### config.mk
export PLATFORM = sky130hd
export DESIGN_NAME = pixel_vector_product_top
export DESIGN_NICKNAME = d
export VERILOG_FILES = /design/src/sv/pvp_pkg.sv /design/src/sv/pvp_mac.sv /design/src/sv/pixel_vector_product_top.sv
export VERILOG_INCLUDE_DIRS = /design/src /design/src/sv
export SDC_FILE = /design/constraint.sdc
export NUM_CORES = 2
export LEC_CHECK = 0
export BUFFER_PORTS_ARGS = -buffer_cell sky130_fd_sc_hd__buf_2
export CAP_MARGIN = 20
export CORE_MARGIN = 2
export CORE_UTILIZATION = 45
export DETAILED_ROUTE_END_ITERATION = 16
export PLACE_DENSITY = 0.68
export RECOVER_POWER = 50
export SKIP_LAST_GASP = 1
export SLEW_MARGIN = 15
export SYNTH_ARGS = -nofsm -noshare
export SYNTH_HDL_FRONTEND = slang
export SYNTH_SLANG_ARGS = --single-unit
### constraint.sdc
create_clock -name i_clk -period 18.6 [get_ports i_clk]
set_clock_uncertainty 0.15 [all_clocks]
set_input_delay 2.79 -clock i_clk [delete_from_list [all_inputs] [get_ports i_clk]]
set_output_delay 2.79 -clock i_clk [all_outputs]
set_load 0.02 [all_outputs]
### src/sv/pixel_vector_product_top_assert.svh
// Assertion macros shared by the pixel vector product RTL.
`ifndef PIXEL_VECTOR_PRODUCT_TOP_ASSERT_SVH
`define PIXEL_VECTOR_PRODUCT_TOP_ASSERT_SVH

// Same-cycle implication, checked on the rising clock edge out of reset.
`define PVP_ASSERT_NOW(label, ante, cons, msg) \
    label: assert property (@(posedge i_clk) disable iff (!i_rst_n) (ante) |-> (cons)) \
        else $error(msg);

// Next-cycle implication, checked on the rising clock edge out of reset.
`define PVP_ASSERT_NEXT(label, ante, cons, msg) \
    label: assert property (@(posedge i_clk) disable iff (!i_rst_n) (ante) |=> (cons)) \
        else $error(msg);

`endif

### src/sv/pvp_pkg.sv
// Shared types, codes and small tables of the pixel vector product block.
package pvp_pkg;

    localparam int WIDE_FIELDS   = 9;
    localparam int NARROW_FIELDS = 3;
    localparam int LANES         = NARROW_FIELDS;
    localparam int DATA_W        = 16;
    localparam int PROD_W        = 32;
    localparam int SUM_W         = PROD_W + 2;
    localparam int CH_W          = 5;
    localparam int WIDX_W        = 4;
    localparam int NIDX_W        = 2;

    // Product mode register codes
    localparam logic [1:0] MODE_ELEM  = 2'd0;
    localparam logic [1:0] MODE_INNER = 2'd1;
    localparam logic [1:0] MODE_OUTER = 2'd2;

    // Configuration register indexes
    localparam logic [1:0] CFG_MODE   = 2'd0;
    localparam logic [1:0] CFG_WIDE   = 2'd1;
    localparam logic [1:0] CFG_NARROW = 2'd2;

    // What the issue stage walks for one pixel
    typedef enum logic [1:0] {
        KIND_ELEM  = 2'd0,
        KIND_INNER = 2'd1,
        KIND_OUTER = 2'd2,
        KIND_BAD   = 2'd3
    } t_kind;

    // Control that travels with each result through the pipe
    typedef struct packed {
        logic [CH_W-1:0] ch;
        logic            last;
        logic            bad;
    } t_ctl;

    typedef logic signed [DATA_W-1:0] t_sample;
    typedef logic signed [PROD_W-1:0] t_value;

    // Quotient by three of a channel count
    function automatic logic [3:0] div3(input logic [3:0] v);
        logic [3:0] q;
        case (v)
            4'd0, 4'd1, 4'd2:    q = 4'd0;
            4'd3, 4'd4, 4'd5:    q = 4'd1;
            4'd6, 4'd7, 4'd8:    q = 4'd2;
            4'd9, 4'd10, 4'd11:  q = 4'd3;
            4'd12, 4'd13, 4'd14: q = 4'd4;
            default:             q = 4'd5;
        endcase
        return q;
    endfunction

    // Remainder by three of a channel count
    function automatic logic [1:0] mod3(input logic [3:0] v);
        logic [1:0] r;
        case (v)
            4'd0, 4'd3, 4'd6, 4'd9, 4'd12, 4'd15: r = 2'd0;
            4'd1, 4'd4, 4'd7, 4'd10, 4'd13:       r = 2'd1;
            default:                              r = 2'd2;
        endcase
        return r;
    endfunction

endpackage

### src/sv/pvp_mac.sv
// Multiply and sum stages: lane products, then saturated sum into the output register.
module pvp_mac (
    input  logic                                   i_clk,
    input  logic                                   i_rst_n,
    input  logic                                   i_en,
    input  logic                                   i_valid,
    input  pvp_pkg::t_sample [pvp_pkg::LANES-1:0]  i_a,
    input  pvp_pkg::t_sample [pvp_pkg::LANES-1:0]  i_b,
    input  pvp_pkg::t_ctl                          i_ctl,
    output logic                                   o_valid,
    output pvp_pkg::t_value                        o_value,
    output pvp_pkg::t_ctl                          o_ctl
);

    logic                                          r_v2;
    logic signed [pvp_pkg::LANES-1:0][pvp_pkg::PROD_W-1:0] r_p2;
    pvp_pkg::t_ctl                                 r_ctl2;
    logic                                          r_v3;
    pvp_pkg::t_value                               r_val3;
    pvp_pkg::t_ctl                                 r_ctl3;
    logic signed [pvp_pkg::SUM_W-1:0]              n_sum;
    pvp_pkg::t_value                               n_sat;

    // Valid bits advance with the pipe
    always_ff @(posedge i_clk) begin
        if (!i_rst_n) begin
            r_v2 <= 1'b0;
            r_v3 <= 1'b0;
        end else if (i_en) begin
            r_v2 <= i_valid;
            r_v3 <= r_v2;
        end
    end

    // Multiply each lane
    always_ff @(posedge i_clk) begin
        if (i_en) begin
            for (int j = 0; j < pvp_pkg::LANES; j++) begin
                r_p2[j] <= pvp_pkg::PROD_W'(i_a[j] * i_b[j]);
            end
            r_ctl2 <= i_ctl;
        end
    end

    // Sum the lanes and clip to the Q16.16 range
    always_comb begin
        n_sum = '0;
        for (int j = 0; j < pvp_pkg::LANES; j++) begin
            n_sum = n_sum + pvp_pkg::SUM_W'($signed(r_p2[j]));
        end
        if (n_sum > pvp_pkg::SUM_W'(signed'(32'sh7FFF_FFFF))) begin
            n_sat = 32'sh7FFF_FFFF;
        end else if (n_sum < pvp_pkg::SUM_W'(signed'(-33'sd2147483648))) begin
            n_sat = 32'sh8000_0000;
        end else begin
            n_sat = n_sum[pvp_pkg::PROD_W-1:0];
        end
    end

    always_ff @(posedge i_clk) begin
        if (i_en) begin
            r_val3 <= n_sat;
            r_ctl3 <= r_ctl2;
        end
    end

    assign o_valid = r_v3;
    assign o_value = r_val3;
    assign o_ctl   = r_ctl3;

endmodule

### src/sv/pixel_vector_product_top.sv
// Top level of the pixel vector product: config registers, pixel holding stage, issue walk.
//
//   Port group   Dir  Handshake               Payload
//   i_s_*        in   i_s_tvalid/o_s_tready   one pixel: 9 wide + 3 narrow Q8.8 samples
//   o_m_*        out  o_m_tvalid/i_m_tready   one output channel, tlast on the final one
//   i_cfg_*      in   i_cfg_valid/o_cfg_ready register index and write data
//
// A pixel giving R results (R = 1..27) holds the issue stage until its last result issues,
// one result issued per cycle unless the output stalls; the next pixel is taken in the cycle
// its predecessor issues its last result. Results pass operand, product and sum registers.
// Reset is synchronous and clears valid bits and config registers to their defaults.
// A stalled output freezes the whole pipe; nothing is dropped or issued twice.
`include "pixel_vector_product_top_assert.svh"

module pixel_vector_product_top #(
    parameter int MAX_WIDE   = 9,
    parameter int MAX_NARROW = 3
) (
    input  logic         i_clk,
    input  logic         i_rst_n,
    // wide_0..wide_8, then narrow_0..narrow_2, 16 bits each from bit 0 up
    input  logic [191:0] i_s_tdata,
    input  logic         i_s_tvalid,
    output logic         o_s_tready,
    // product_value [31:0], out_channel [36:32], zero fill [39:37]
    output logic [39:0]  o_m_tdata,
    // bad_shape
    output logic [0:0]   o_m_tuser,
    output logic         o_m_tlast,
    output logic         o_m_tvalid,
    input  logic         i_m_tready,
    input  logic         i_cfg_valid,
    output logic         o_cfg_ready,
    input  logic [1:0]   i_cfg_index,
    input  logic [3:0]   i_cfg_data
);

    localparam int LIM_W = (MAX_WIDE < pvp_pkg::WIDE_FIELDS) ? MAX_WIDE : pvp_pkg::WIDE_FIELDS;
    localparam int LIM_N = (MAX_NARROW < pvp_pkg::NARROW_FIELDS) ?
                           MAX_NARROW : pvp_pkg::NARROW_FIELDS;

    // Config registers
    logic [1:0] r_mode;
    logic [3:0] r_wide_ch;
    logic [1:0] r_narrow_ch;

    // Held pixel and issue walk
    pvp_pkg::t_sample                      r_wide   [pvp_pkg::WIDE_FIELDS];
    pvp_pkg::t_sample                      r_narrow [pvp_pkg::NARROW_FIELDS];
    logic                                  r_busy;
    logic [pvp_pkg::WIDX_W-1:0]            r_aidx;
    logic [pvp_pkg::NIDX_W-1:0]            r_bidx;
    logic [pvp_pkg::CH_W-1:0]              r_ch;

    // Operand stage
    logic                                  r_v1;
    pvp_pkg::t_sample [pvp_pkg::LANES-1:0] r_a1;
    pvp_pkg::t_sample [pvp_pkg::LANES-1:0] r_b1;
    pvp_pkg::t_ctl                         r_ctl1;

    logic [3:0]                            w_eff;
    logic [1:0]                            n_eff;
    logic                                  shape_bad;
    pvp_pkg::t_kind                        kind;
    logic [pvp_pkg::CH_W-1:0]              total;
    logic                                  r_en;
    logic                                  issue;
    logic                                  issue_last;
    logic                                  s_accept;
    logic [pvp_pkg::CH_W-1:0]              ch_inc;
    logic [pvp_pkg::NIDX_W-1:0]            bidx_inc;
    logic                                  bidx_wrap;
    logic [pvp_pkg::WIDX_W-1:0]            n_aidx;
    logic [pvp_pkg::NIDX_W-1:0]            n_bidx;
    pvp_pkg::t_sample [pvp_pkg::LANES-1:0] n_a1;
    pvp_pkg::t_sample [pvp_pkg::LANES-1:0] n_b1;
    pvp_pkg::t_ctl                         n_ctl1;
    logic [4:0]                            lane_idx;

    logic                                  m_valid;
    pvp_pkg::t_value                       m_value;
    pvp_pkg::t_ctl                         m_ctl;

    // Accept register writes
    assign o_cfg_ready = 1'b1;

    always_ff @(posedge i_clk) begin
        if (!i_rst_n) begin
            r_mode      <= pvp_pkg::MODE_ELEM;
            r_wide_ch   <= 4'd3;
            r_narrow_ch <= 2'd1;
        end else if (i_cfg_valid) begin
            case (i_cfg_index)
                pvp_pkg::CFG_MODE:   r_mode      <= i_cfg_data[1:0];
                pvp_pkg::CFG_WIDE:   r_wide_ch   <= i_cfg_data;
                pvp_pkg::CFG_NARROW: r_narrow_ch <= i_cfg_data[1:0];
                default: ;
            endcase
        end
    end

    // Clamp the counts and pick the walk
    always_comb begin
        if (r_wide_ch == 4'd0) begin
            w_eff = 4'd1;
        end else if (r_wide_ch > 4'(LIM_W)) begin
            w_eff = 4'(LIM_W);
        end else begin
            w_eff = r_wide_ch;
        end
        if (r_narrow_ch == 2'd0) begin
            n_eff = 2'd1;
        end else if (r_narrow_ch > 2'(LIM_N)) begin
            n_eff = 2'(LIM_N);
        end else begin
            n_eff = r_narrow_ch;
        end

        case (n_eff)
            2'd2:    shape_bad = w_eff[0];
            2'd3:    shape_bad = (pvp_pkg::mod3(w_eff) != 2'd0);
            default: shape_bad = 1'b0;
        endcase

        if (shape_bad) begin
            kind = pvp_pkg::KIND_BAD;
        end else if (n_eff == 2'd1 || r_mode == pvp_pkg::MODE_ELEM) begin
            kind = pvp_pkg::KIND_ELEM;
        end else if (r_mode == pvp_pkg::MODE_INNER) begin
            kind = pvp_pkg::KIND_INNER;
        end else if (r_mode == pvp_pkg::MODE_OUTER) begin
            kind = pvp_pkg::KIND_OUTER;
        end else begin
            kind = pvp_pkg::KIND_ELEM;
        end

        case (kind)
            pvp_pkg::KIND_ELEM:  total = pvp_pkg::CH_W'(w_eff);
            pvp_pkg::KIND_INNER: total = (n_eff == 2'd2) ? pvp_pkg::CH_W'(w_eff >> 1) :
                                         pvp_pkg::CH_W'(pvp_pkg::div3(w_eff));
            pvp_pkg::KIND_OUTER: total = pvp_pkg::CH_W'(6'(w_eff) * 6'(n_eff));
            default:             total = pvp_pkg::CH_W'(1);
        endcase
    end

    // Pipe advances unless the output holds a result nobody takes
    assign r_en       = !m_valid || i_m_tready;
    assign issue      = r_busy && r_en;
    assign ch_inc     = r_ch + pvp_pkg::CH_W'(1);
    assign issue_last = (ch_inc == total);
    assign o_s_tready = !r_busy || (r_en && issue_last);
    assign s_accept   = i_s_tvalid && o_s_tready;

    // Step the walk counters
    always_comb begin
        bidx_inc  = r_bidx + 2'd1;
        bidx_wrap = (bidx_inc == n_eff);
        n_aidx    = r_aidx;
        n_bidx    = r_bidx;
        case (kind)
            pvp_pkg::KIND_ELEM: begin
                n_aidx = r_aidx + 4'd1;
                n_bidx = bidx_wrap ? 2'd0 : bidx_inc;
            end
            pvp_pkg::KIND_INNER: begin
                n_aidx = r_aidx + 4'(n_eff);
            end
            pvp_pkg::KIND_OUTER: begin
                n_aidx = bidx_wrap ? r_aidx + 4'd1 : r_aidx;
                n_bidx = bidx_wrap ? 2'd0 : bidx_inc;
            end
            default: ;
        endcase
    end

    // Gather the lane operands for this result
    always_comb begin
        lane_idx = '0;
        for (int j = 0; j < pvp_pkg::LANES; j++) begin
            n_a1[j]  = '0;
            n_b1[j]  = '0;
            lane_idx = 5'(r_aidx) + 5'(j);
            if (kind == pvp_pkg::KIND_INNER) begin
                if (j < int'(n_eff) && lane_idx < 5'(pvp_pkg::WIDE_FIELDS)) begin
                    n_a1[j] = r_wide[lane_idx[3:0]];
                    n_b1[j] = r_narrow[j];
                end
            end else if (kind != pvp_pkg::KIND_BAD && j == 0) begin
                if (r_aidx < 4'(pvp_pkg::WIDE_FIELDS) &&
                    r_bidx < 2'(pvp_pkg::NARROW_FIELDS)) begin
                    n_a1[j] = r_wide[r_aidx];
                    n_b1[j] = r_narrow[r_bidx];
                end
            end
        end
        n_ctl1.ch   = (kind == pvp_pkg::KIND_BAD) ? '0 : r_ch;
        n_ctl1.last = issue_last;
        n_ctl1.bad  = (kind == pvp_pkg::KIND_BAD);
    end

    // Hold the pixel and walk its results
    always_ff @(posedge i_clk) begin
        if (!i_rst_n) begin
            r_busy <= 1'b0;
        end else if (s_accept) begin
            r_busy <= 1'b1;
        end else if (issue && issue_last) begin
            r_busy <= 1'b0;
        end
    end

    always_ff @(posedge i_clk) begin
        if (s_accept) begin
            for (int i = 0; i < pvp_pkg::WIDE_FIELDS; i++) begin
                r_wide[i] <= i_s_tdata[i*pvp_pkg::DATA_W +: pvp_pkg::DATA_W];
            end
            for (int i = 0; i < pvp_pkg::NARROW_FIELDS; i++) begin
                r_narrow[i] <= i_s_tdata[(pvp_pkg::WIDE_FIELDS+i)*pvp_pkg::DATA_W +:
                                         pvp_pkg::DATA_W];
            end
            r_aidx <= '0;
            r_bidx <= '0;
            r_ch   <= '0;
        end else if (issue) begin
            r_aidx <= n_aidx;
            r_bidx <= n_bidx;
            r_ch   <= ch_inc;
        end
    end

    // Operand stage
    always_ff @(posedge i_clk) begin
        if (!i_rst_n) begin
            r_v1 <= 1'b0;
        end else if (r_en) begin
            r_v1 <= r_busy;
        end
    end

    always_ff @(posedge i_clk) begin
        if (r_en) begin
            r_a1   <= n_a1;
            r_b1   <= n_b1;
            r_ctl1 <= n_ctl1;
        end
    end

    pvp_mac u_mac (
        .i_clk   (i_clk),
        .i_rst_n (i_rst_n),
        .i_en    (r_en),
        .i_valid (r_v1),
        .i_a     (r_a1),
        .i_b     (r_b1),
        .i_ctl   (r_ctl1),
        .o_valid (m_valid),
        .o_value (m_value),
        .o_ctl   (m_ctl)
    );

    assign o_m_tvalid = m_valid;
    assign o_m_tdata  = {3'b000, m_ctl.ch, m_value};
    assign o_m_tlast  = m_ctl.last;
    assign o_m_tuser  = m_ctl.bad;

    `PVP_ASSERT_NOW(a_walk_in_range, r_busy, r_ch < total, "issue channel past the pixel's total")
    `PVP_ASSERT_NEXT(a_last_frees, issue && issue_last && !s_accept, !r_busy,
        "issue stage still busy after its last result")
    `PVP_ASSERT_NOW(a_bad_single, o_m_tvalid && o_m_tuser[0],
        o_m_tlast && o_m_tdata[36:0] == 37'd0, "error result not a lone zero result")
    `PVP_ASSERT_NEXT(a_stall_holds_issue, r_busy && !r_en, r_busy && $stable(r_ch),
        "issue walk moved during an output stall")

endmodule

# ---- Word-level counts from Yosys, hierarchy flattened
# Memories as Yosys holds them, arrays and structs flattened. A register that Yosys moved wholly into a read port is not among the register bits.
# Cells that the tools add are included.
dict set report word_totals {
  register_bits 204
  latchBits 0
  mem_bits_rw 192
  mem_bits_ro 80
  inputBits 203
  out_inout_bits 45
  elab_cells 132
  memories 4
}
# memory words word_bits read_ports rd_clocked_by_memory_dff wr line_no
set memory_table {}
lappend memory_table {r_wide 9 16 3 3 9 pixel_vector_product_top.sv:48} ;# pvp_pkg::t_sample r_wide [pvp_pkg::WIDE_FIELDS];
lappend memory_table {{(name not given)} 16 3 1 0 0 pvp_pkg.sv:45} ;# case (v)
lappend memory_table {r_narrow 3 16 4 3 3 pixel_vector_product_top.sv:49} ;# pvp_pkg::t_sample r_narrow [pvp_pkg::NARROW_FIELDS];
lappend memory_table {{(name not given)} 16 2 1 0 0 pvp_pkg.sv:59} ;# case (v)
dict set report classes {
  add_sub_neg 8
  n_mul 4
  n_div 0
  n_lt_le_gt_ge 12
  n_eq_ne 14
  shift 0
  mux 32
  bitwise_logic 0
  n_reduce_logical 33
}
# operator count
set op_table {}
lappend op_table {{16-bit 2-to-1 mux} 8}
lappend op_table {{16-bit by 16-bit multiplier with 32-bit output} 3}
lappend op_table {{33-bit by 32-bit adder with 34-bit output} 1}
lappend op_table {{34-bit by 32-bit greater-than comparator with 1-bit output (second input constant)} 1}
lappend op_table {{34-bit by 32-bit < comparator with 1-bit output (second input constant)} 1}
lappend op_table {{32-bit by 32-bit adder with 33-bit output} 1}
lappend op_table {{32-bit 2-to-1 mux} 1}
lappend op_table {{4-bit 2-to-1 mux} 6}
lappend op_table {{2-bit 2-to-1 mux} 10}
lappend op_table {{5-bit one-hot mux with 3 select lines} 1}
lappend op_table {{2-bit equality test (second input constant)} 6}
lappend op_table {{4-bit one-hot mux with 3 select lines} 1}
lappend op_table {{2-bit AND reduction} 6}
lappend op_table {{5-bit by 4-bit < comparator with 1-bit output (second input constant)} 2}
lappend op_table {{2-bit by 1-bit equality test with 1-bit output (second input constant)} 4}
lappend op_table {{1-bit logical AND} 8}
lappend op_table {{2-bit zero test} 4}
lappend op_table {{4-bit < comparator (second input constant)} 2}
lappend op_table {{1-bit zero test} 6}
lappend op_table {{4-bit by 1-bit adder with 5-bit output (second input constant)} 1}
lappend op_table {{4-bit by 2-bit adder with 5-bit output (second input constant)} 1}
lappend op_table {{5-bit by 1-bit adder with 5-bit output (second input constant)} 1}
lappend op_table {{5-bit equality test} 1}
lappend op_table {{4-bit by 2-bit multiplier with 5-bit output} 1}
lappend op_table {{18 further kinds} 26}

# ---- Logic depth before layout (Yosys ltp)
dict set report logic_depth {
  depth_word 16
  ltp_mapped 24
  mapped_depth_nobuf 23
}

# ---- Hierarchy
# A second synthesis with hierarchy kept.
dict set report unflattened {
  cells_unflattened 4680
  area_unflattened_um2 51330.5
}
# module instances cells_per_inst area_per_inst_um2 seq_area_each_um2
set modules_own_cells {}
lappend modules_own_cells {pvp_mac 1 3707 36364.9 4304.1}
lappend modules_own_cells {pixel_vector_product_top 1 973 14965.6 9399.0}

# ---- Least setup slack after synthesis
# Ideal clock, no wire load.
dict set report synth_path {
  path_type {input port to flip-flop}
  startpoint {input port i_m_tready}
  endpoint {register with a tool-made name}
  setup_ns 0.201
  arrival_time_ns 9.480
  t_required_ns 18.249
  setup_slack_ns 8.768
  cell_stages 8
  cell_sequence {nor2b_1 -> inv_1 -> nand2_1 -> nor2_1 -> o31ai_1 -> nor3b_1 -> xnor2_1 -> nor2_1}
}
# element line_no
set synth_rtl {}
lappend synth_rtl {{start: declaration} pixel_vector_product_top.sv:31} ;# input logic i_m_tready,

# ---- Worst setup path after layout
dict set report layout_path {
  startpoint {input port i_m_tready}
  endpoint {register r_aidx[3] in the netlist's numbering}
}
dict set report layout_between {
  elab_chain_len 4
}
# element line_no
set layout_rtl {}
lappend layout_rtl {{1-bit logical OR (*)} pixel_vector_product_top.sv:147} ;# assign r_en = !m_valid || i_m_tready;
lappend layout_rtl {{net r_en} pixel_vector_product_top.sv:66} ;# logic r_en;
lappend layout_rtl {{1-bit logical AND} pixel_vector_product_top.sv:151} ;# assign o_s_tready = !r_busy || (r_en && issue_last);
lappend layout_rtl {{1-bit logical OR} pixel_vector_product_top.sv:151}
lappend layout_rtl {{1-bit logical AND} pixel_vector_product_top.sv:152} ;# assign s_accept = i_s_tvalid && o_s_tready;
lappend layout_rtl {{end signal: assignment} pixel_vector_product_top.sv:225} ;# r_aidx <= n_aidx;
lappend layout_rtl {{end: declaration} pixel_vector_product_top.sv:51} ;# logic [pvp_pkg::WIDX_W-1:0] r_aidx;
# The timed path passes the listed nets; every way through them passes the cells marked *.
# A chain may end at the register's enable or synchronous reset.

==> results.txt <==
Status: finished with violations
Violated checks: capacitance limit, slew limit
Main flop type after synthesis: edfxtp_1
Dpl hpwl: 106 mm
Num rows: 123
Crit end category: register
Antenna violation net count after detailed routing: 0
Crit path cell chain: buf_2, nor2b_1, clkinvlp_2, nand2_1, nor2_1, o31ai_1, nor3b_1, xnor2_1, nor2_1
Postcts setup bufs: 0
Distinct cells, synth: 81
Largest net degree at the start of global routing: 127
EDFF count, synth: 437
Endpoints failing hold: 0
Reg area: 13700 um^2
Number of fill cells: 10100
Most common cell after layout, fill and taps aside: inv_1
RSZ-0062 raised after global routing: no
Pre-antenna DRT Iters: 6
Worst path slowest cell: clkinvlp_2
Final worst path period share: 54.3%
Final slew viol count: 257
HP Class: reg -> reg
Critical Path Most Common Cell: nor2_1
CP bufs+invs: 2
Drt first-iter violations: 2509
CTS tree: built
Core Region: 112000 um^2
Max Cap Viol: 5
Clock latency at the later pin of the worst-skew pair: 690 ps
Via density: 5.31
Min Tclk post-route: 10090 ps
Met2 Resource Use GR: 38.8%
Post-synthesis sequential area ratio: 26.9%
Die area: 116000 um^2
Chip height: 341 um
CP required: 18960 ps
Post-Synthesis Cells: 4628
Clock buffer depth: 3
Commonest non-fill, non-tap cells in the layout: inv_1, fa_1, nand2_1
CP arrival: 10450 ps
Congestion Overflow GR: 0
Ys Warns: 0
Max H-tree Level: 2
GR peak layer: met2
DIE WIDTH: 341 um
Finish-stage setup viols: 0
Met3 Track Usage GR: 4.77%
Worst setup path class: in -> reg
Clock Sinks: 466
CP Launch Type: primary input
Initial antenna violation count: 19
PortBufs: 243
Clock root buffer: clkbuf_16
Met1 global-route usage: 31.2%
Nets: 6105
Final GP Congestion: 0.907
Hold buffer count at cts: 0
CP max FO: 126
First-pass GRT wire length: 209 mm
CP delay by family, top: buffers and inverters
Footprint of the multi-input gates: 33300 um^2
Max Fclk: 0.0991 GHz
P&R area growth vs syn: 8.73%
CP peak stage delay: 4330 ps
Total Wirelength: 132 mm
Gr usage total: 23.4%
DRC viols: 0
Number of synthesized register bits: 466
IO Pins: 248
CTS clk-pin slew, worst paths: 60 ps
DR vias: 33700
Async SR Flop Fraction: 0%
Post-Syn Area: 51000 um^2
CTS-repair resized insts: 0
Vias in the first global route: 36400
Slew @ Worst Pin: 5970 ps
Starting density of the core: 45.3%
Max_slew headroom: -298%
Syn avg cell area: 11.0 um^2
WL/cell: 20.9 um
Final setup TNS: 0 ps
Share of layout cells above drive strength 1: 8.67%
TritonCTS Buffers: 56
metal layers:
metal | part of all wire, % | vias to the layer above
met1 | 41 | 17100
met2 | 48 | 1239
met4 | 3.2 | 20
li1 | - | 15100
met5 | 0.092 | -
met3 | 8.1 | 226
cell usage after synthesis, types with 51 or more instances:
library cell  number  share of area, %
nor2_1           204               1.5
nand2_1          448               3.3
o21ai_0           83              0.81
fa_1             821                32
inv_1            881               6.5
mux2i_1           72               1.4
mux4_2            96               4.2
and2_1           414               5.1
xnor2_1          100               1.7
xor2_1            51              0.88
a21oi_1          141               1.4
edfxtp_1         437                26
ha_1             292               7.2
clkbuf_1         139               1.0
metrics by stage:
step | instance area, um^2 | util [%] | hold slack [ps] | std cells | worst slack (ps)
2_1_floorplan | 51000 | - | 250 | 4630 | 8770
3_3_place_gp | 53600 | 47.7 | 257 | 6228 | 11440
3_5_place_dp | 53600 | 47.7 | 255 | 6229 | 11280
4_1_cts | 55500 | 49.3 | 265 | 6331 | 11270
5_1_grt | 55400 | 49.3 | 276 | 6333 | 7570
6_report | 55400 | 49.3 | 267 | 6339 | 8510
registers in the layout, summed over array words and instances, names as in the netlist, 7 cells and up, named ones only:
register       flops
u_mac.r_ctl2       7
u_mac.r_p2        96
r_narrow          48
r_wide           144
u_mac.o_value     32
r_a1              48
r_ctl1             7
u_mac.o_ctl        7
r_b1              48
final timing paths:
check / endpoint / from / slack (ps) / depth (start not counted)
worst max-delay path: r_aidx[3]$_SDFFE_PP0P_ / i_m_tready / 8510 / 9
worst min-delay path: u_mac.r_ctl2[2]$_DFFE_PN_ / r_ctl1[2]$_SDFFCE_PP0N_ / 270 / 0
worst max register to register: r_a1[16]$_SDFFCE_PN0N_ / r_aidx[0]$_SDFFE_PP0P_ / 10110 / 9
worst min register to register: u_mac.r_ctl2[2]$_DFFE_PN_ / r_ctl1[2]$_SDFFCE_PP0N_ / 270 / 0
final cells by class:
cell class | count | share of cell area (%)
Antenna cell | 6 | 0.0271
Clock inverter | 36 | 0.740
Sequential cell | 466 | 24.7
Inverter | 881 | 5.97
Clock buffer | 66 | 2.63
Multi-Input combinational cell | 3111 | 60.1
Timing Repair Buffer | 273 | 2.47
Tap cell | 1500 | 3.39
logic make-up (layout without fill, tap and decap cells):
| kind of cell | count (synthesis) | count (layout) | share of synthesized area [%] |
|---|---|---|---|
| other | 2 | 10 | 0.0147 |
| AND/OR/NAND/NOR | 1231 | 1231 | 11.8 |
| AO/OA/AOI/OAI | 444 | 444 | 5.73 |
| buffers and inverters | 1053 | 1256 | 7.91 |
| XOR/XNOR | 151 | 151 | 2.59 |
| flip-flops | 466 | 466 | 26.9 |
| multiplexers | 168 | 168 | 5.65 |
| adder cells (fa/ha/maj) | 1113 | 1113 | 39.4 |
Power is not shown: default switching activity piles up to over one toggle a cycle in this logic, so the estimate is an artifact.
